<file path="src/rtl/sdsc_pkg.sv">
// Shared types and constants for the stove draft state controller.
// Holds the state, timer, configuration, item and result types.
// No dependencies.
package sdsc_pkg;

  // Field widths.
  localparam int unsigned TEMP_W   = 12;
  localparam int unsigned SETPT_W  = 11;
  localparam int unsigned OFFSET_W = 10;
  localparam int unsigned SEC_W    = 16;
  localparam int unsigned SPEED_W  = 8;
  localparam int unsigned CFG_IDX_W  = 3;
  localparam int unsigned CFG_DATA_W = 16;

  // Fixed timer lengths in seconds.
  localparam logic [SEC_W-1:0] BOOST_SECONDS     = 16'd300;
  localparam logic [SEC_W-1:0] FUEL_BEEP_SECONDS = 16'd600;

  // Configuration reset values.
  localparam logic [SETPT_W-1:0]  RST_IDLE_TEMP  = 11'd300;
  localparam logic [SETPT_W-1:0]  RST_RUN_TEMP   = 11'd450;
  localparam logic [SETPT_W-1:0]  RST_ALARM_TEMP = 11'd900;
  localparam logic [SETPT_W-1:0]  RST_MIN_DRAFT  = 11'd150;
  localparam logic [OFFSET_W-1:0] RST_DYING_OFF  = 10'd50;
  localparam logic [SEC_W-1:0]    RST_FLUE_WAIT  = 16'd1800;
  localparam logic [SEC_W-1:0]    RST_COLD_WAIT  = 16'd3600;
  localparam logic [SPEED_W-1:0]  RST_IDLE_SPEED = 8'd0;

  typedef enum logic [2:0] {
    ST_NOFIRE = 3'd0,
    ST_IDLE   = 3'd1,
    ST_RUN    = 3'd2,
    ST_DYING  = 3'd3,
    ST_ALARM  = 3'd4,
    ST_BOOST  = 3'd5
  } fsm_state_e;

  // Stored draft drive setting.
  typedef enum logic [1:0] {
    DR_STOP = 2'd0,
    DR_IDLE = 2'd1,
    DR_RUN  = 2'd2,
    DR_FULL = 2'd3
  } drive_e;

  // Reported drive mode, including the idle override speed.
  typedef enum logic [2:0] {
    DM_STOP     = 3'd0,
    DM_IDLE     = 3'd1,
    DM_RUN      = 3'd2,
    DM_FULL     = 3'd3,
    DM_OVERRIDE = 3'd4
  } drive_mode_e;

  typedef enum logic [1:0] {
    BP_OFF   = 2'd0,
    BP_FUEL  = 2'd1,
    BP_ALARM = 2'd2
  } beeper_e;

  typedef enum logic [1:0] {
    AK_NONE      = 2'd0,
    AK_BAD_PROBE = 2'd1,
    AK_OVER_TEMP = 2'd2
  } alarm_e;

  typedef enum logic [1:0] {
    TM_NOTSET  = 2'd0,
    TM_RUNNING = 2'd1,
    TM_EXPIRED = 2'd2
  } tm_status_e;

  typedef enum logic [CFG_IDX_W-1:0] {
    CFG_IDLE_TEMP  = 3'd0,
    CFG_RUN_TEMP   = 3'd1,
    CFG_ALARM_TEMP = 3'd2,
    CFG_MIN_DRAFT  = 3'd3,
    CFG_DYING_OFF  = 3'd4,
    CFG_FLUE_WAIT  = 3'd5,
    CFG_COLD_WAIT  = 3'd6,
    CFG_IDLE_SPEED = 3'd7
  } cfg_idx_e;

  typedef struct packed {
    logic [SEC_W-1:0] count;
    tm_status_e       status;
  } timer_t;

  typedef struct packed {
    logic [SETPT_W-1:0]  target_idle_temp;
    logic [SETPT_W-1:0]  target_run_temp;
    logic [SETPT_W-1:0]  alarm_flue_temp;
    logic [SETPT_W-1:0]  min_draft_temp;
    logic [OFFSET_W-1:0] dying_fire_offset;
    logic [SEC_W-1:0]    flue_wait_seconds;
    logic [SEC_W-1:0]    cold_start_wait_seconds;
    logic [SPEED_W-1:0]  idle_override_speed;
  } cfg_t;

  typedef struct packed {
    fsm_state_e               fsm;
    logic                     cold_start;
    logic                     boost_latched;
    logic                     dying_alarm_armed;
    logic signed [TEMP_W-1:0] lowest_dying_temp;
    timer_t                   flue;
    timer_t                   boost;
    timer_t                   fuel;
    drive_e                   drive;
    beeper_e                  beeper;
    logic                     fan_force;
  } ctrl_state_t;

  typedef struct packed {
    logic signed [TEMP_W-1:0] flue_temp;
    logic                     probe_valid;
    logic                     heat_call;
    logic                     boost_button;
    logic                     mute_button;
  } item_t;

  typedef struct packed {
    fsm_state_e  ctrl_state;
    drive_mode_e drive_mode;
    beeper_e     beeper_mode;
    logic        fan_force_on;
    alarm_e      alarm_kind;
    logic        mute_request;
  } result_t;

endpackage

</file>
<file path="src/rtl/sdsc_step.sv">
// One-tick update of the draft state machine and its timers.
// Purely combinational: current state and one item in, next state and result out.
// Depends on sdsc_pkg.
module sdsc_step (
  input  sdsc_pkg::cfg_t        cfg_i,
  input  sdsc_pkg::ctrl_state_t state_i,
  input  sdsc_pkg::item_t       item_i,
  output sdsc_pkg::ctrl_state_t state_o,
  output sdsc_pkg::result_t     result_o
);

  // A running timer counts down once per tick and expires on reaching zero.
  function automatic sdsc_pkg::timer_t tm_tick(sdsc_pkg::timer_t t);
    sdsc_pkg::timer_t r;
    r = t;
    if (t.status == sdsc_pkg::TM_RUNNING) begin
      if (t.count <= 16'd1) begin
        r.count  = '0;
        r.status = sdsc_pkg::TM_EXPIRED;
      end else begin
        r.count = t.count - 16'd1;
      end
    end
    return r;
  endfunction

  function automatic sdsc_pkg::timer_t tm_start(logic [sdsc_pkg::SEC_W-1:0] secs);
    sdsc_pkg::timer_t r;
    r.count  = secs;
    r.status = sdsc_pkg::TM_RUNNING;
    return r;
  endfunction

  function automatic sdsc_pkg::timer_t tm_clear();
    sdsc_pkg::timer_t r;
    r.count  = '0;
    r.status = sdsc_pkg::TM_NOTSET;
    return r;
  endfunction

  // A latched boost request either enters air boost or is dropped.
  function automatic sdsc_pkg::ctrl_state_t try_boost(sdsc_pkg::ctrl_state_t s,
                                                      logic cold_enough);
    sdsc_pkg::ctrl_state_t r;
    r = s;
    if (s.boost_latched) begin
      if (cold_enough) begin
        r.drive = sdsc_pkg::DR_FULL;
        if (s.boost.status == sdsc_pkg::TM_NOTSET) begin
          r.boost = tm_start(sdsc_pkg::BOOST_SECONDS);
        end
        r.fsm = sdsc_pkg::ST_BOOST;
      end else begin
        r.boost_latched = 1'b0;
      end
    end
    return r;
  endfunction

  // Temperatures and thresholds widened to 13-bit signed for compares.
  logic signed [12:0] temp;
  logic signed [12:0] off;
  logic signed [12:0] tmin;
  logic signed [12:0] idle_thr;
  logic signed [12:0] run_thr;
  logic signed [12:0] idle_set;
  logic signed [12:0] alarm_set;
  logic signed [12:0] low_d;
  logic [sdsc_pkg::SEC_W-1:0] flue_wait;
  logic                mute_req;
  logic                skip_boost;
  sdsc_pkg::alarm_e    alarm_kind;
  sdsc_pkg::ctrl_state_t n;

  assign temp      = {item_i.flue_temp[sdsc_pkg::TEMP_W-1], item_i.flue_temp};
  assign off       = signed'({3'b000, cfg_i.dying_fire_offset});
  assign tmin      = signed'({2'b00, cfg_i.min_draft_temp});
  assign idle_set  = signed'({2'b00, cfg_i.target_idle_temp});
  assign alarm_set = signed'({2'b00, cfg_i.alarm_flue_temp});
  assign idle_thr  = idle_set - off;
  assign run_thr   = signed'({2'b00, cfg_i.target_run_temp}) - off;
  assign flue_wait = state_i.cold_start ? cfg_i.cold_start_wait_seconds
                                        : cfg_i.flue_wait_seconds;

  // Alarm condition is judged on this tick's input alone.
  always_comb begin
    if (!item_i.probe_valid) begin
      alarm_kind = sdsc_pkg::AK_BAD_PROBE;
    end else if (temp >= alarm_set) begin
      alarm_kind = sdsc_pkg::AK_OVER_TEMP;
    end else begin
      alarm_kind = sdsc_pkg::AK_NONE;
    end
  end

  // Mute and boost buttons act on the state at the start of the tick.
  assign mute_req   = item_i.mute_button && (state_i.fsm == sdsc_pkg::ST_ALARM);
  assign skip_boost = mute_req;

  // Next state: timers, buttons, alarm entry, fuel silence, then the machine.
  always_comb begin
    n       = state_i;
    n.flue  = tm_tick(state_i.flue);
    n.boost = tm_tick(state_i.boost);
    n.fuel  = tm_tick(state_i.fuel);
    low_d   = {state_i.lowest_dying_temp[sdsc_pkg::TEMP_W-1], state_i.lowest_dying_temp};

    if (item_i.mute_button && state_i.fsm == sdsc_pkg::ST_DYING) begin
      n.beeper = sdsc_pkg::BP_OFF;
    end
    if (!skip_boost && item_i.boost_button &&
        (state_i.fsm == sdsc_pkg::ST_NOFIRE || state_i.fsm == sdsc_pkg::ST_IDLE ||
         state_i.fsm == sdsc_pkg::ST_DYING)) begin
      n.boost_latched = 1'b1;
    end

    if (alarm_kind != sdsc_pkg::AK_NONE && n.fsm != sdsc_pkg::ST_ALARM) begin
      n.drive     = sdsc_pkg::DR_STOP;
      n.fan_force = 1'b1;
      n.beeper    = sdsc_pkg::BP_ALARM;
      n.fsm       = sdsc_pkg::ST_ALARM;
    end
    if (n.fsm != sdsc_pkg::ST_ALARM && n.fuel.status == sdsc_pkg::TM_EXPIRED) begin
      n.fuel   = tm_clear();
      n.beeper = sdsc_pkg::BP_OFF;
    end

    unique case (n.fsm)
      sdsc_pkg::ST_IDLE: begin
        if (temp < tmin) begin
          n.drive = sdsc_pkg::DR_STOP;
          n.fsm   = sdsc_pkg::ST_NOFIRE;
        end else if (item_i.heat_call) begin
          n.fuel   = tm_clear();
          n.beeper = sdsc_pkg::BP_OFF;
          n.drive  = sdsc_pkg::DR_RUN;
          n.fsm    = sdsc_pkg::ST_RUN;
        end else begin
          if (n.flue.status == sdsc_pkg::TM_EXPIRED) begin
            if (n.dying_alarm_armed) begin
              n.dying_alarm_armed = 1'b0;
              n.fuel              = tm_start(sdsc_pkg::FUEL_BEEP_SECONDS);
              n.beeper            = sdsc_pkg::BP_FUEL;
            end
            n.drive = sdsc_pkg::DR_STOP;
          end
          if (temp < idle_thr) begin
            if (n.flue.status == sdsc_pkg::TM_NOTSET) begin
              n.flue = tm_start(flue_wait);
            end
          end else begin
            n.flue = tm_clear();
            if (n.fuel.status != sdsc_pkg::TM_NOTSET) begin
              n.fuel   = tm_clear();
              n.beeper = sdsc_pkg::BP_OFF;
            end
          end
          n = try_boost(n, temp < run_thr);
        end
      end
      sdsc_pkg::ST_RUN: begin
        if (!item_i.heat_call) begin
          n.flue              = tm_clear();
          n.dying_alarm_armed = 1'b1;
          n.drive             = sdsc_pkg::DR_IDLE;
          n.fsm               = sdsc_pkg::ST_IDLE;
        end else if (n.flue.status == sdsc_pkg::TM_EXPIRED) begin
          n.flue              = tm_clear();
          n.lowest_dying_temp = item_i.flue_temp;
          n.fuel              = tm_start(sdsc_pkg::FUEL_BEEP_SECONDS);
          n.beeper            = sdsc_pkg::BP_FUEL;
          n.drive             = sdsc_pkg::DR_STOP;
          n.fsm               = sdsc_pkg::ST_DYING;
        end else if (temp < run_thr) begin
          if (n.flue.status == sdsc_pkg::TM_NOTSET) begin
            n.flue = tm_start(flue_wait);
          end
        end else begin
          n.cold_start = 1'b0;
          n.flue       = tm_clear();
        end
      end
      sdsc_pkg::ST_DYING: begin
        // Track the coldest reading while the fire dies down.
        if (temp < low_d) begin
          low_d               = temp;
          n.lowest_dying_temp = item_i.flue_temp;
        end
        if (temp > low_d + off) begin
          n.fuel   = tm_clear();
          n.beeper = sdsc_pkg::BP_OFF;
          n.drive  = sdsc_pkg::DR_IDLE;
          n.fsm    = sdsc_pkg::ST_IDLE;
        end else if (temp < tmin) begin
          n.fuel   = tm_clear();
          n.beeper = sdsc_pkg::BP_OFF;
          n.drive  = sdsc_pkg::DR_STOP;
          n.fsm    = sdsc_pkg::ST_NOFIRE;
        end else begin
          n = try_boost(n, temp < run_thr);
        end
      end
      sdsc_pkg::ST_ALARM: begin
        if (alarm_kind == sdsc_pkg::AK_NONE) begin
          n.beeper    = sdsc_pkg::BP_OFF;
          n.fan_force = 1'b0;
          n.drive     = sdsc_pkg::DR_IDLE;
          n.fsm       = sdsc_pkg::ST_IDLE;
        end
      end
      sdsc_pkg::ST_BOOST: begin
        n.boost_latched = 1'b0;
        if (n.boost.status == sdsc_pkg::TM_EXPIRED || temp >= idle_set) begin
          n.boost = tm_clear();
          n.drive = sdsc_pkg::DR_IDLE;
          n.fsm   = sdsc_pkg::ST_IDLE;
        end
      end
      default: begin
        // No fire, and any stray code, behaves as no fire.
        n.fsm        = sdsc_pkg::ST_NOFIRE;
        n.flue       = tm_clear();
        n.cold_start = 1'b1;
        if (temp >= tmin) begin
          n.drive = sdsc_pkg::DR_IDLE;
          n.fsm   = sdsc_pkg::ST_IDLE;
        end else begin
          n = try_boost(n, temp < run_thr);
        end
      end
    endcase
  end

  assign state_o = n;

  // State, drive, beeper and fan results follow the updated state.
  always_comb begin
    result_o.ctrl_state = n.fsm;
    if (n.fsm == sdsc_pkg::ST_IDLE && cfg_i.idle_override_speed != '0) begin
      result_o.drive_mode = sdsc_pkg::DM_OVERRIDE;
    end else begin
      result_o.drive_mode = sdsc_pkg::drive_mode_e'({1'b0, n.drive});
    end
    result_o.beeper_mode  = n.beeper;
    result_o.fan_force_on = n.fan_force;
    result_o.alarm_kind   = alarm_kind;
    result_o.mute_request = mute_req;
  end

endmodule

</file>
<file path="src/rtl/stove_draft_state_controller.sv">
// Stove draft state controller. Throughput one item per clock while the output is not stalled;
// an input register feeds one pass of compare logic into the result register, and
// the controller state updates as the result is loaded.
// Reset is asynchronous and active low; it returns the machine to no fire, clears
// all timers and flags, and loads the configuration defaults. No clearing pass.
// Depends on sdsc_pkg and sdsc_step.
module stove_draft_state_controller (
  input  logic        clk_i,
  input  logic        rst_ni,
  // Configuration write port
  input  logic                                cfg_we_i,
  input  logic [sdsc_pkg::CFG_IDX_W-1:0]      cfg_idx_i,
  input  logic [sdsc_pkg::CFG_DATA_W-1:0]     cfg_data_i,
  // Input items
  input  logic                                in_valid_i,
  output logic                                in_stall_o,
  input  logic signed [sdsc_pkg::TEMP_W-1:0]  flue_temp_i,
  input  logic                                probe_valid_i,
  input  logic                                heat_call_i,
  input  logic                                boost_button_i,
  input  logic                                mute_button_i,
  // Result items
  output logic                                out_valid_o,
  input  logic                                out_stall_i,
  output logic [2:0]                          ctrl_state_o,
  output logic [2:0]                          drive_mode_o,
  output logic [1:0]                          beeper_mode_o,
  output logic                                fan_force_on_o,
  output logic [1:0]                          alarm_kind_o,
  output logic                                mute_request_o
);

  sdsc_pkg::cfg_t        cfg_q;
  sdsc_pkg::ctrl_state_t state_q;
  sdsc_pkg::ctrl_state_t state_d;
  sdsc_pkg::item_t       item_q;
  sdsc_pkg::result_t     result_q;
  sdsc_pkg::result_t     result_d;
  logic                  s1_valid_q;
  logic                  out_valid_q;
  logic                  in_accept;
  logic                  advance;

  // Configuration registers.
  always_ff @(posedge clk_i or negedge rst_ni) begin
    if (!rst_ni) begin
      cfg_q.target_idle_temp        <= sdsc_pkg::RST_IDLE_TEMP;
      cfg_q.target_run_temp         <= sdsc_pkg::RST_RUN_TEMP;
      cfg_q.alarm_flue_temp         <= sdsc_pkg::RST_ALARM_TEMP;
      cfg_q.min_draft_temp          <= sdsc_pkg::RST_MIN_DRAFT;
      cfg_q.dying_fire_offset       <= sdsc_pkg::RST_DYING_OFF;
      cfg_q.flue_wait_seconds       <= sdsc_pkg::RST_FLUE_WAIT;
      cfg_q.cold_start_wait_seconds <= sdsc_pkg::RST_COLD_WAIT;
      cfg_q.idle_override_speed     <= sdsc_pkg::RST_IDLE_SPEED;
    end else if (cfg_we_i) begin
      unique case (sdsc_pkg::cfg_idx_e'(cfg_idx_i))
        sdsc_pkg::CFG_IDLE_TEMP:  cfg_q.target_idle_temp  <= cfg_data_i[10:0];
        sdsc_pkg::CFG_RUN_TEMP:   cfg_q.target_run_temp   <= cfg_data_i[10:0];
        sdsc_pkg::CFG_ALARM_TEMP: cfg_q.alarm_flue_temp   <= cfg_data_i[10:0];
        sdsc_pkg::CFG_MIN_DRAFT:  cfg_q.min_draft_temp    <= cfg_data_i[10:0];
        sdsc_pkg::CFG_DYING_OFF:  cfg_q.dying_fire_offset <= cfg_data_i[9:0];
        sdsc_pkg::CFG_FLUE_WAIT:  cfg_q.flue_wait_seconds <= cfg_data_i;
        sdsc_pkg::CFG_COLD_WAIT:  cfg_q.cold_start_wait_seconds <= cfg_data_i;
        sdsc_pkg::CFG_IDLE_SPEED: cfg_q.idle_override_speed <= cfg_data_i[7:0];
        default: ;
      endcase
    end
  end

  // Handshake: stage one moves on unless the result register holds a stalled item.
  assign advance    = s1_valid_q && !(out_valid_q && out_stall_i);
  assign in_stall_o = s1_valid_q && !advance;
  assign in_accept  = in_valid_i && !in_stall_o;

  always_ff @(posedge clk_i or negedge rst_ni) begin
    if (!rst_ni) begin
      s1_valid_q  <= 1'b0;
      out_valid_q <= 1'b0;
    end else begin
      if (in_accept) begin
        s1_valid_q <= 1'b1;
      end else if (advance) begin
        s1_valid_q <= 1'b0;
      end
      if (advance) begin
        out_valid_q <= 1'b1;
      end else if (!out_stall_i) begin
        out_valid_q <= 1'b0;
      end
    end
  end

  // Input register.
  always_ff @(posedge clk_i) begin
    if (in_accept) begin
      item_q.flue_temp    <= flue_temp_i;
      item_q.probe_valid  <= probe_valid_i;
      item_q.heat_call    <= heat_call_i;
      item_q.boost_button <= boost_button_i;
      item_q.mute_button  <= mute_button_i;
    end
  end

  sdsc_step u_step (
    .cfg_i    (cfg_q),
    .state_i  (state_q),
    .item_i   (item_q),
    .state_o  (state_d),
    .result_o (result_d)
  );

  // Controller state updates when the item's result is loaded.
  always_ff @(posedge clk_i or negedge rst_ni) begin
    if (!rst_ni) begin
      state_q.fsm               <= sdsc_pkg::ST_NOFIRE;
      state_q.cold_start        <= 1'b0;
      state_q.boost_latched     <= 1'b0;
      state_q.dying_alarm_armed <= 1'b0;
      state_q.lowest_dying_temp <= '0;
      state_q.flue.count        <= '0;
      state_q.flue.status       <= sdsc_pkg::TM_NOTSET;
      state_q.boost.count       <= '0;
      state_q.boost.status      <= sdsc_pkg::TM_NOTSET;
      state_q.fuel.count        <= '0;
      state_q.fuel.status       <= sdsc_pkg::TM_NOTSET;
      state_q.drive             <= sdsc_pkg::DR_STOP;
      state_q.beeper            <= sdsc_pkg::BP_OFF;
      state_q.fan_force         <= 1'b0;
    end else if (advance) begin
      state_q <= state_d;
    end
  end

  // Result register.
  always_ff @(posedge clk_i) begin
    if (advance) begin
      result_q <= result_d;
    end
  end

  assign out_valid_o    = out_valid_q;
  assign ctrl_state_o   = result_q.ctrl_state;
  assign drive_mode_o   = result_q.drive_mode;
  assign beeper_mode_o  = result_q.beeper_mode;
  assign fan_force_on_o = result_q.fan_force_on;
  assign alarm_kind_o   = result_q.alarm_kind;
  assign mute_request_o = result_q.mute_request;

  // The forced fan is on exactly while the machine sits in alarm.
  a_fan_matches_alarm: assert property (@(posedge clk_i) disable iff (!rst_ni)
    out_valid_o |-> (fan_force_on_o == (ctrl_state_o == sdsc_pkg::ST_ALARM)))
    else $error("fan force flag disagrees with alarm state");

  // A reported alarm condition always leaves the machine in alarm.
  a_alarm_kind_state: assert property (@(posedge clk_i) disable iff (!rst_ni)
    (out_valid_o && alarm_kind_o != sdsc_pkg::AK_NONE) |->
      (ctrl_state_o == sdsc_pkg::ST_ALARM))
    else $error("alarm condition reported outside alarm state");

  // In air boost the boost timer has been started.
  a_boost_timer_set: assert property (@(posedge clk_i) disable iff (!rst_ni)
    (state_q.fsm == sdsc_pkg::ST_BOOST) |-> (state_q.boost.status != sdsc_pkg::TM_NOTSET))
    else $error("air boost without a boost timer");

  // An item in the input register reaches the result register unless blocked.
  a_stage_moves: assert property (@(posedge clk_i) disable iff (!rst_ni)
    (s1_valid_q && !(out_valid_q && out_stall_i)) |=> out_valid_q)
    else $error("input stage item lost");

endmodule
</file>
<file path="config.mk">
export PLATFORM = sky130hd
export DESIGN_NAME = stove_draft_state_controller
export DESIGN_NICKNAME = d
export VERILOG_FILES = /design/src/rtl/sdsc_pkg.sv /design/src/rtl/sdsc_step.sv /design/src/rtl/stove_draft_state_controller.sv
export SDC_FILE = /design/constraint.sdc
export NUM_CORES = 1
export LEC_CHECK = 0
export BUFFER_PORTS_ARGS = -buffer_cell sky130_fd_sc_hd__buf_2
export CAP_MARGIN = 15
export CORE_MARGIN = 2
export CORE_UTILIZATION = 55
export DETAILED_ROUTE_END_ITERATION = 16
export GPL_TIMING_DRIVEN = 0
export PLACE_DENSITY = 0.79
export SYNTH_ARGS = -nofsm -noshare
export SYNTH_HDL_FRONTEND = slang
export SYNTH_SLANG_ARGS = --single-unit
export TNS_END_PERCENT = 50
</file>
<file path="constraint.sdc">
create_clock -name clk_i -period 9.8 [get_ports clk_i]
set_input_delay 2.94 -clock clk_i [delete_from_list [all_inputs] [get_ports clk_i]]
set_output_delay 2.94 -clock clk_i [all_outputs]
set_load 0.005 [all_outputs]
</file>
Word-level counts from Yosys, hierarchy flattened
Index checks and enable logic that the tools add are counted.

RAM bits: 0. Word-level logic and storage cells: 228. Output and inout port bits: 14. Register bits: 201. Memories: 0. Bits in read-only memories: 0. Bits in latches: 0.

Multipliers: 0. Add/subtract/negate cells: 6. Bitwise logic cells: 3. Reductions and logical operators: 42. Multiplexer cells: 97. Eq/ne operators: 33. Shifts and indexed selects: 0. Magnitude comparators: 11. Divide/modulo/power cells: 0.

Operators with widths (count): $mux W18 (17); $mux W22 (8); $pmux W18 S4 (2); $pmux W31 S4 (1); $mux W50 (2); $mux W69 (1); $mux W68 (1); $mux W16 (4); $mux W51 (1); $le A16 B1 Y1 const B (3); $lt A12 B12 Y1 (4); $mux W3 (16); $sub A16 B1 Y16 const B (3); $mux W2 (19); $ge A12 B12 Y1 (3); $mux W12 (3); $mux W13 (2); $sub A11 B10 Y12 (2); $eq A3 B3 Y1 const B (7); $reduce_and A2 Y1 (8); $eq A3 B2 Y1 const B (5); $pmux W3 S5 (1); $add A13 B11 Y13 (1); $gt A12 B13 Y1 (1); 24 further kinds (77).

Depth between registers and ports, before layout
Gate-level depths: netlist of run 1.

Word-level depth: 21. Gate-level depth with buffers: 34. Gate-level depth less buffers: 32.

Hierarchy
A second synthesis of run 1 with hierarchy kept.

Cell total of the unflattened synthesis: 1393. Area, all modules: 14315.0 um^2.

Modules (own cells, without submodules): stove_draft_state_controller (area an instance 7668.6 um^2, times used 1, cells each 405); sdsc_step (area an instance 6646.4 um^2, times used 1, cells each 988).

Worst setup path before layout of run 1
No wires, ideal clock.

Path kind: flip-flop to flip-flop. From: reg item_q[5] (netlist name). To: reg result_q, in the netlist drive_mode_o[0] (data pin). Path buffers: 1. Data arrival time: 6.601 ns. Path slack: 2.934 ns. Cell stages (with the launch flop): 32. Cells stage by stage: edfxtp_1 > ha_1 > a21o_1 > a21oi_1 > o21ai_0 > a21oi_1 > or3_1 > a22oi_1 > clkbuf_1 > o21ai_0 > ha_1 > inv_1 > fa_1 > nor2b_1 > o21ai_0 > nand2_1 > and3_1 > or4_1 > a31o_2 > a21oi_1 > o21ai_0 > mux2_2 > ha_1 > nand4_1 > nor2_1 > a221oi_1 > a221oi_1 > a21oi_1 > a22o_1 > a21o_1 > nor4_2 > nor2_1.

RTL lines: from (decl) (RTL line stove_draft_state_controller.sv:36) `sdsc_pkg::item_t item_q;`; to (signal assigned) (RTL line stove_draft_state_controller.sv:137) `result_q <= result_d;`; to (decl) (RTL line stove_draft_state_controller.sv:37) `sdsc_pkg::result_t result_q;`.

Worst setup path in the final report of run 1
From: reg item_q[5] (netlist name). To: reg state_q[37] (netlist name).

Word-level cells in the longest chain between the ends: 9. Elaborated cells between the ends (all ways): 31. Classes of those cells: add/sub (1); order compare (7); eq/ne (5); mux (14); reduce/logical (4).

Ends and longest elaborated chain: branches (longest 8 deep; another with $add A13 B11 Y13); $pmux W18 S4 * (RTL line sdsc_step.sv:128) `unique case (n.fsm)`; to (signal assigned) (RTL line stove_draft_state_controller.sv:130) `state_q <= state_d;`; to (decl) (RTL line stove_draft_state_controller.sv:34) `sdsc_pkg::ctrl_state_t state_q;`.

Mark *: on every way between the ends. The select of a mux whose other input is x is not followed. A chain may end at the register's enable or synchronous reset.

==> impl_results.md, run 1 <==
* Root Driver: clkbuf_16
* DPL Wire Length at 25.7 mm
* Met3 wire len at 2.55 mm
* Register area share after synthesis at 0.390
* Ys async rst share at 0.861
* Crit start category: flip-flop
* Cts hold-fix bufs at 0
* Placed inst area at 0.0140 sq mm
* Primary FF master, synth: dfrtp_1
* Switching share of power at 0.373
* Post-placement cell count at 1796
* Number of fillers in the final layout at 1973
* Worst Tran Pin Value at 1.40 ns
* Mapped Area at 0.0133 sq mm
* Critical path arrival at 9.44 ns
* Row Count at 56
* Internal at 2.11 mW
* Die height at 160 um
* Post-Synth Simple-Gate Area at 0.154
* Final setup viols at 0
* Routed wire length at 36.2 mm
* Clock-pin slew on the worst setup and hold paths at 0.06 ns
* Post-route DRC at 0
* Layout cell share with drive strength beyond 1 at 0.160
* DIE AREA at 0.0255 sq mm
* Seq pwr share at 0.354
* Worst EP required at 10.26 ns
* WL/cell at 19.6 um
* Starting Density at 0.564
* F_max at 0.111 GHz
* Gr usage total at 0.284
* Area of the multi-input gates at 0.00752 sq mm
* Yosys warnings at 0
* Setup_tns at 0 ns
* Compound-gate portion of the synthesized area at 0.187
* Met2 wire length at 17.1 mm
* Grt ovf at 0
* Clk buf depth at 3
* Slew margin rel. at 0.0666
* Vias in the first global route at 11400
* Final Hold Viols at 0
* Metal1 wirelength at 15.1 mm
* Avg Vias per Cell at 6.25
* Status: complete, no violations
* Final core utilization at 0.627
* Layout net count at 1663
* Class of the worst hold path: flip-flop to flip-flop
* Library cells used by synthesis at 85
* GPL Wtd Cong at 0.964
* FF/Latch Area at 0.00520 sq mm
* Highest cell delay on the worst timing path at 1.13 ns
* Xor/xnor cell area share of the yosys netlist at 0.0250
* DRT Pass-1 Iters at 6
* I/O Buffers at 49
* MaxCap Viol Count at 0
* Synthesized instance count at 1427
* Power Dens Cells at 227 mW/mm^2
* PostCTS Resize Cnt at 0
* Largest family of logic cells by synthesized area: compound AO/OA/AOI/OAI gates
* Initial antenna violation count at 0
* Synth Area in Adders at 0.113
* Slowest-stage cell, CP: a221oi_1
* Setup Buffers After CTS at 0
* Initial DRC Count at 994
* Largest net degree at the start of global routing at 123
* Final instance area at 0.0148 sq mm
* Leakage at 6.51 nW
* Max Slew Vio Count at 0
* Tmin final at 8.97 ns
* Vias at 11500
* Final ANT Viol Nets at 0
* CTS sink cnt at 201
* Top routing layer used: met4
* #FFs+latches synth at 201
* Mean Syn Cell Area at 9.34 sq um
* RSZ-0062 raised after global routing: false
* TritonCTS clock tree: built
* Crit share post-route at 0.916
* Clk pwr share at 0.271
* Combinational Power Share at 0.375
* TritonCTS Buffers at 24
* Number of synthesized flops with an enable pin at 28
* Mapped Nets at 1586
* CP Max Fanout at 10
* Fin cells at 1841
* Antenna diode count at 0
* Final worst slack at 0.826 ns
* Clock skew at 0.0163 ns
* Die W at 160 um
* H-tree levels at 1
* Worst-Skew Late Latency at 0.53 ns
* Core ar. at 0.0236 sq mm
* NetSw at 1.25 mW
* CP most frequent cell: o21ai_0
* Place WS at 1.00 ns
* IO Count at 54
* Crit Path Class: flip-flop to flip-flop
* Mux cell area share after synthesis at 0.0851
* Synth-to-layout area growth at 11.2%
* First-pass GRT wire length at 58.6 mm
* Element type at the critical path end: flip-flop
* Worst IR Drop VDD at 164 uV
## critical path: cells and delay by family (launching register included)
family	cells	cell delay, ns
AO/OA/AOI/OAI	15	4.04
AND/OR/NAND/NOR	9	2.21
adder cells (fa/ha/maj)	4	1.12
flip-flops	1	0.62
buffers and inverters	2	0.59
multiplexers	1	0.28
## logic make-up (layout without fill, tap and decap cells)
kind of cell | count (synthesis) | count (layout)
and+or+nand+nor | 418 | 418
AOI/OAI and AO/OA | 395 | 395
DFF | 201 | 201
buffers and inverters | 153 | 248
adders and majority gates | 119 | 119
muxes | 103 | 103
xor gates and xnor gates | 38 | 38
## power groups by stage
| stage | Clock, mW | Combinational, mW | Sequential (mW) |
|---|---|---|---|
| floorplan | 0 | 0.939 | 1.15 |
| global placement | 0 | 1.18 | 1.19 |
| detailed placement | 0 | 1.23 | 1.20 |
| CTS | 0.924 | 1.25 | 1.19 |
| global route | 0.961 | 1.42 | 1.21 |
| finish | 0.910 | 1.26 | 1.19 |
## through the flow
stage	hold WS (ns)	power, mW
final	0.497	3.36
after global routing	0.515	3.59
after CTS	0.493	3.36
after detailed placement	0.477	2.43
after global placement	0.467	2.37
after floorplan	0.445	2.09
## placed cells by master, fill, tap and decap left out, types with 18 or more instances in the layout
cell type	instances
ha_1	116
buf_2	58
edfxtp_1	28
nor3_1	33
clkbuf_16	25
mux2_2	82
mux2i_1	20
nand2_1	132
nand3_1	25
o21ai_1	25
dfstp_2	27
o21ai_0	138
a21oi_1	85
xnor2_1	24
inv_1	98
a21o_1	18
clkbuf_1	42
nand4_1	22
nor4_1	19
nor2_1	105
dfrtp_1	146
## synthesized netlist by cell type, types with 14 or more instances
cell type | number | area, sq um
a21o_1 | 18 | 135
a21oi_1 | 85 | 425
clkbuf_1 | 40 | 150
dfrtp_1 | 146 | 3650
dfstp_2 | 27 | 709
edfxtp_1 | 28 | 841
ha_1 | 116 | 1450
inv_1 | 98 | 368
mux2_2 | 82 | 923
mux2i_1 | 20 | 200
nand2_1 | 132 | 495
nand3_1 | 25 | 125
nand4_1 | 22 | 138
nor2_1 | 105 | 394
nor3_1 | 33 | 165
nor4_1 | 19 | 119
o21ai_0 | 138 | 691
o21ai_1 | 25 | 125
or3_1 | 14 | 87.6
xnor2_1 | 24 | 210
xor2_1 | 14 | 123
## state kept, by name, indices dropped and copies added (netlist names)
name / flops
alarm_kind_o: 2
beeper_mode_o: 2
item_q: 16
s1_valid_q: 1
drive_mode_o: 3
cfg_q: 94
fan_force_on_o: 1
mute_request_o: 1
out_valid_o: 1
state_q: 77
ctrl_state_o: 3
## layer usage
layer	global-route usage	up-vias
li1	-	5359
met1	0.371	5599
met2	0.480	444
met3	0.0457	102
met4	0.101	0
met5	0	-
## area by class of cell
class                      count  share of cell area
buffer                        54              0.0160
clock buffer                  27              0.0427
clock inverter                17              0.0112
inverter                      99              0.0251
multi-input combinational   1073               0.507
sequential                   201               0.351
tap                          319              0.0269
timing repair buffer          51              0.0196
## worst paths after layout
| path | from | to | slack (ns) | cells past startpoint |
|---|---|---|---|---|
| min in group asynchronous | rst_ni | state_q[51] | 2.31 | 1 |
| min reg2reg | state_q[0] | state_q[0] | 0.50 | 2 |
| max in group asynchronous | rst_ni | cfg_q[72] | 6.51 | 2 |
| max | item_q[5] | state_q[37] | 0.83 | 31 |
| min | state_q[0] | state_q[0] | 0.50 | 2 |
| max reg2reg | item_q[5] | state_q[37] | 0.83 | 31 |
(Power assumes the default switching activity.)
==> run 2: changes to the inputs <==
CORE_MARGIN = default   (was 2)
==> run 2 against run 1 <==
First-iteration DRC count up 12%. Maximum frequency down 0.97%. Core utilization down 0.33 points. Sequential cell count unchanged. Non-clock buffer count unchanged. Cell count down 0.16%. Design area down 0.52%. Worst setup slack worse by 0.088 ns. Clock power down 6.9%. Hold slack worse by 0.012 ns. Total power down 1.8%. Count of clock-buffer cells in the layout up 2.
==> impl_results.md, run 2 (synthesis gave the netlist of run 1 again) <==
* Global route hottest layer: met2 (unchanged)
* CTS sink cnt at 201 (unchanged)
* Grt met2 use at 0.491 (was 0.480)
* Number of fillers in the final layout at 1936 (was 1973)
* Die W at 158 um (was 160 um)
* Crit start category: flip-flop (unchanged)
* Cts hold-fix bufs at 0 (unchanged)
* H-tree levels at 1 (unchanged)
* Post-placement cell count at 1797 (was 1796)
* DIE AREA at 0.0249 sq mm (was 0.0255 sq mm)
* Avg Vias per Cell at 6.24 (was 6.25)
* Layout cell share with drive strength beyond 1 at 0.158 (was 0.160)
* First-pass GRT wire length at 58.1 mm (was 58.6 mm)
* Worst IR Drop VDD at 144 uV (was 164 uV)
* Element type at the critical path end: flip-flop (unchanged)
* I/O Buffers at 49 (unchanged)
* Root Driver: clkbuf_16 (unchanged)
* GRT met1 Usage at 0.394 (was 0.371)
* TritonCTS clock tree: built (unchanged)
* Class of the worst hold path: flip-flop to flip-flop (unchanged)
* Slew margin rel. at 0.0819 (was 0.0666)
* Vias at 11500 (about the same)
* Worst-Skew Late Latency at 0.52 ns (was 0.53 ns)
* Status: complete, no violations (unchanged)
* DPL Wire Length at 26.1 mm (was 25.7 mm)
* Clock skew at 0.0108 ns (was 0.0163 ns)
* Biggest register: cfg_q (unchanged)
* Clock-pin slew on the worst setup and hold paths at 0.06 ns (about the same)
* Vias in the first global route at 11100 (was 11400)
* Hold_ws at 0.485 ns (was 0.497 ns)
* Initial antenna violation count at 0 (unchanged)
* Slowest-stage cell, CP: a221oi_1 (unchanged)
* FF-to-FF path depth at 31 (unchanged)
* Most common cell after layout, fill and taps aside: dfrtp_1 (unchanged)
* Largest net degree at the start of global routing at 92 (was 123)
* Setup_tns at 0 ns (unchanged)
* DRT Pass-1 Iters at 5 (was 6)
* CP Max Fanout at 10 (unchanged)
* TritonCTS Buffers at 23 (was 24)
* Row Count at 56 (unchanged)
* Most frequent cells in the layout: dfrtp_1 (146), o21ai_0 (138), nand2_1 (132) (unchanged)
* Fin cells at 1838 (was 1841)
* Final instance area at 0.0147 sq mm (was 0.0148 sq mm)
* Die height at 158 um (was 160 um)
* Max Slew Vio Count at 0 (unchanged)
* Final setup viols at 0 (unchanged)
* Grt ovf at 0 (unchanged)
* Power Dens Cells at 224 mW/mm^2 (was 227 mW/mm^2)
* IO Count at 54 (unchanged)
* Critical path arrival at 9.32 ns (was 9.44 ns)
* Gr usage total at 0.299 (was 0.284)
* Hold path depth at 1 (was 2)
* Leakage at 6.46 nW (was 6.51 nW)
* WL/cell at 19.7 um (was 19.6 um)
* Max reg flops at 94 (unchanged)
* GPL Wtd Cong at 0.935 (was 0.964)
* Post-route DRC at 0 (unchanged)
* Largest registers: cfg_q (94), state_q (77), item_q (16) (unchanged)
* Layout net count at 1662 (was 1663)
* Met3 usage at 0.0402 (was 0.0457)
* Synth-to-layout area growth at 10.6% (was 11.2%)
* F_max at 0.110 GHz (was 0.111 GHz)
* PostCTS Resize Cnt at 0 (unchanged)
* Starting Density at 0.564 (unchanged)
* Crit Path Class: flip-flop to flip-flop (unchanged)
* Tmin final at 9.06 ns (was 8.97 ns)
* RSZ-0062 raised after global routing: false (unchanged)
* Core ar. at 0.0236 sq mm (unchanged)
* Routed wire length at 36.3 mm (was 36.2 mm)
* Placed inst area at 0.0140 sq mm (about the same)
* Clk buf depth at 3 (unchanged)
* Highest cell delay on the worst timing path at 1.11 ns (was 1.13 ns)
* Antenna diode count at 0 (unchanged)
* Final ANT Viol Nets at 0 (unchanged)
* Worst Tran Pin Value at 1.38 ns (was 1.40 ns)
* MaxCap Viol Count at 0 (unchanged)
* Final Hold Viols at 0 (unchanged)
* Initial DRC Count at 1118 (was 994)
* Crit share post-route at 0.925 (was 0.916)
* Worst EP required at 10.05 ns (was 10.26 ns)
* Setup Buffers After CTS at 0 (unchanged)
-- run 2: cell types whose count changed in the layout (fill, tap and decap cells not counted), sizes merged --
cell,previous run,this run
clkinv,11,7
buf,63,64
bufinv,3,2
clkbuf,69,70
clkinvlp,2,3
inv,100,99
-- run 2: power by group --
group,switching (mW),internal (mW)
registers,0.146,1.04
logic,0.745,0.522
clock network,0.355,0.492
-- run 2: path summary, 6_finish.rpt --
path | startpoint | end | slack (ns)
worst min-delay path | state_q[22] | state_q[22] | 0.49
max in group asynchronous | rst_ni | cfg_q[51] | 6.49
worst max-delay path | item_q[5] | drive_mode_o[0] | 0.74
min in group asynchronous | rst_ni | state_q[19] | 2.43
worst min register to register | state_q[22] | state_q[22] | 0.49
worst max register to register | item_q[5] | drive_mode_o[0] | 0.74
-- run 2: metrics by stage --
stage,worst slack [ns],util,total power [mW]
floorplan,2.93,-,2.09
global placement,1.10,0.592,2.37
detailed placement,0.991,0.594,2.43
CTS,0.962,0.624,3.29
global route,0.251,0.624,3.51
finish,0.738,0.624,3.30
-- run 2: worst max-delay path: cells and delay by family, from the launching register on --
kind / cells / cell delay, ns
simple gates: 9 / 1.94
fa+ha+maj: 4 / 1.15
buf+inv: 2 / 0.62
flops: 1 / 0.62
mux: 1 / 0.28
compound gates: 15 / 4.19
-- run 2: layout make-up --
| class | count | area (sq um) | share of cell area |
|---|---|---|---|
| Buffer | 54 | 236 | 0.0160 |
| Inverter | 99 | 372 | 0.0252 |
| Multi-Input combinational cell | 1073 | 7520 | 0.510 |
| Tap cell | 319 | 399 | 0.0271 |
| Sequential cell | 201 | 5200 | 0.353 |
| Timing Repair Buffer | 51 | 288 | 0.0195 |
| Clock inverter | 12 | 116 | 0.00789 |
| Clock buffer | 29 | 608 | 0.0413 |
-- run 2: routing by layer --
metal / up-vias / wire (um)
li1: 5354 / -
met1: 5575 / 15500
met2: 437 / 16900
met3: 112 / 2300
met4: 0 / 1510
met5: - / 0
==> run 3: changes to the inputs <==
CORE_MARGIN = 3   (was default)
CORE_UTILIZATION = 33   (was 55)
PLACE_DENSITY = 0.55   (was 0.79)
clock period = 8.9 ns   (was 9.8 ns; I/O delays follow)
==> run 3 against run 2 <==
Design area rose by 3.5%. Non-clock buffer count rose by 2. Via count shrank 3.7%. Cell count is 11% higher. Combinational power up 9%. Largest power group unchanged. Clock skew rose by 0.017 ns. Routed wire length increased by 7.3%. Count of clock-buffer cells in the layout up 4. First-iteration DRC count is 35% lower. Die area increased by 72%.
==> impl_results.md, run 3 (synthesis gave the netlist of run 1 again) <==
* Status: complete, no violations (unchanged)
* F_max at 0.123 GHz (was 0.110 GHz)
* Die height at 207 um (was 158 um)
* Avg Vias per Cell at 5.40 (was 6.24)
* Hold_ws at 0.479 ns (was 0.485 ns)
* Crit start category: flip-flop (unchanged)
* Core ar. at 0.0393 sq mm (was 0.0236 sq mm)
* Max reg flops at 94 (unchanged)
* Final ANT Viol Nets at 0 (unchanged)
* Crit share post-route at 0.912 (was 0.925)
* Grt ovf at 0 (unchanged)
* Largest registers: cfg_q (94), state_q (77), item_q (16) (unchanged)
* Root Driver: clkbuf_16 (unchanged)
* Cts hold-fix bufs at 0 (unchanged)
* TritonCTS clock tree: built (unchanged)
* Routed wire length at 38.9 mm (was 36.3 mm)
* Met3 usage at 0.0317 (was 0.0402)
* Grt met2 use at 0.306 (was 0.491)
* Max Slew Vio Count at 0 (unchanged)
* RSZ-0062 raised after global routing: false (unchanged)
* Worst Tran Pin Value at 1.15 ns (was 1.38 ns)
* Post-route DRC at 0 (unchanged)
* DRT Pass-1 Iters at 5 (unchanged)
* Global route hottest layer: met2 (unchanged)
* Worst EP required at 9.36 ns (was 10.05 ns)
* Biggest register: cfg_q (unchanged)
* NetSw at 1.42 mW (was 1.25 mW)
* Internal at 2.47 mW (was 2.06 mW)
* Worst Setup SP: item_q[5] (unchanged)
* CP most frequent cell: o21ai_0
* WL/cell at 19.0 um (was 19.7 um)
* First-pass GRT wire length at 61.4 mm (was 58.1 mm)
* Clock skew at 0.0281 ns (was 0.0108 ns)
* Place WS at 0.494 ns (was 0.991 ns)
* Worst R2R Start: item_q[5] (unchanged)
* Initial DRC Count at 725 (was 1118)
* DIE AREA at 0.0428 sq mm (was 0.0249 sq mm)
* R2r setup slk at 0.78 ns (was 0.74 ns)
* Power Dens Cells at 255 mW/mm^2 (was 224 mW/mm^2)
* Initial antenna violation count at 0 (unchanged)
* GRT met1 Usage at 0.240 (was 0.394)
* Crit Path Class: flip-flop to flip-flop (unchanged)
* Die W at 207 um (was 158 um)
* Final worst slack at 0.783 ns (was 0.738 ns)
* Slew margin rel. at 0.234 (was 0.0819)
* Layout net count at 1667 (was 1662)
* Fin cells at 2046 (was 1838)
* CP Max Fanout at 10 (unchanged)
* Starting Density at 0.339 (was 0.564)
* H-tree levels at 1 (unchanged)
* Hold Startpoint: s1_valid_q (was state_q[22])
* Gr usage total at 0.182 (was 0.299)
* Worst-Skew Late Latency at 0.56 ns (was 0.52 ns)
* TritonCTS Buffers at 26 (was 23)
* IO Count at 54 (unchanged)
* Layout cell share with drive strength beyond 1 at 0.164 (was 0.158)
* Vias in the first global route at 11100 (about the same)
* DPL Wire Length at 28.0 mm (was 26.1 mm)
* Switching share of power at 0.364 (was 0.377)
* Tmin final at 8.12 ns (was 9.06 ns)
* Clk buf depth at 3 (unchanged)
* MaxCap Viol Count at 0 (unchanged)
* GPL Wtd Cong at 0.897 (was 0.935)
* Worst IR Drop VDD at 98.1 uV (was 144 uV)
* Seq pwr share at 0.336 (was 0.360)
* Leakage at 6.60 nW (was 6.46 nW)
* Antenna diode count at 0 (unchanged)
* Setup_tns at 0 ns (unchanged)
* Row Count at 72 (was 56)
* Post-placement cell count at 1997 (was 1797)
* Combinational Power Share at 0.358 (was 0.384)
* Class of the worst hold path: flip-flop to flip-flop (unchanged)
* Element type at the critical path end: flip-flop (unchanged)
* Highest cell delay on the worst timing path at 0.62 ns (was 1.11 ns)
* Slowest-stage cell, CP: edfxtp_1 (was a221oi_1)
* Critical path arrival at 8.57 ns (was 9.32 ns)
* Largest net degree at the start of global routing at 105 (was 92)
* Vias at 11100 (was 11500)
* Clk pwr share at 0.306 (was 0.256)
* Final Hold Viols at 0 (unchanged)
* Most common cell after layout, fill and taps aside: dfrtp_1 (unchanged)
* I/O Buffers at 49 (unchanged)
* Clock-pin slew on the worst setup and hold paths at 0.06 ns (about the same)
* Synth-to-layout area growth at 14.4% (was 10.6%)
* CTS sink cnt at 201 (unchanged)
* Most frequent cells in the layout: dfrtp_1 (146), o21ai_0 (138), nand2_1 (132) (unchanged)
* Final setup viols at 0 (unchanged)
run 3: area by class of cell:
type / instances / area, sq um
multi-input cells: 1073 / 7520
fillers: 3997 / 24000
clock inverters: 15 / 230
inverters: 99 / 372
well taps: 518 / 648
clock buffers: 33 / 728
flip-flops and latches: 201 / 5200
repair buffers: 53 / 310
plain buffers: 54 / 236
run 3: timing repair:
action,in CTS,in global routing
resized for setup,0,1
setup buffers,0,0
setup endpoints to repair,0,7
run 3: layer usage:
| layer | part of all wire | vias to the layer above |
|---|---|---|
| met5 | 0 | - |
| met4 | 0.031 | 0 |
| met3 | 0.053 | 64 |
| met2 | 0.47 | 278 |
| met1 | 0.45 | 5353 |
| li1 | - | 5362 |
run 3: power by group through the flow:
stage / Clock [mW] / Combinational (mW) / Sequential [mW]
floorplan: 0 / 1.03 / 1.27
global placement: 0 / 1.34 / 1.32
CTS: 1.22 / 1.39 / 1.31
detailed placement: 0 / 1.38 / 1.32
finish: 1.19 / 1.39 / 1.31
global route: 1.25 / 1.58 / 1.33
run 3: path summary, 6_finish.rpt:
check | to | cells past startpoint
min in group asynchronous | cfg_q[7] | 1
max | state_q[21] | 32
max in group asynchronous | state_q[70] | 2
min | out_valid_o | 1
min reg2reg | out_valid_o | 1
max reg2reg | state_q[21] | 32
run 3: stage by stage:
step | total power, mW | instance area, sq um | utilization
global route | 4.17 | 15200 | 0.388
global placement | 2.66 | 14200 | 0.362
CTS | 3.91 | 15200 | 0.388
floorplan | 2.30 | 13300 | -
finish | 3.89 | 15200 | 0.388
detailed placement | 2.70 | 14300 | 0.363
run 3: critical path: cells and delay by family (launching register included):
family,cells,cell delay [ns]
and+or+nand+nor,9,2.22
AOI/OAI and AO/OA,14,2.96
muxes,1,0.27
adders and majority gates,4,1.12
DFF,1,0.62
buffers and inverters,4,0.82
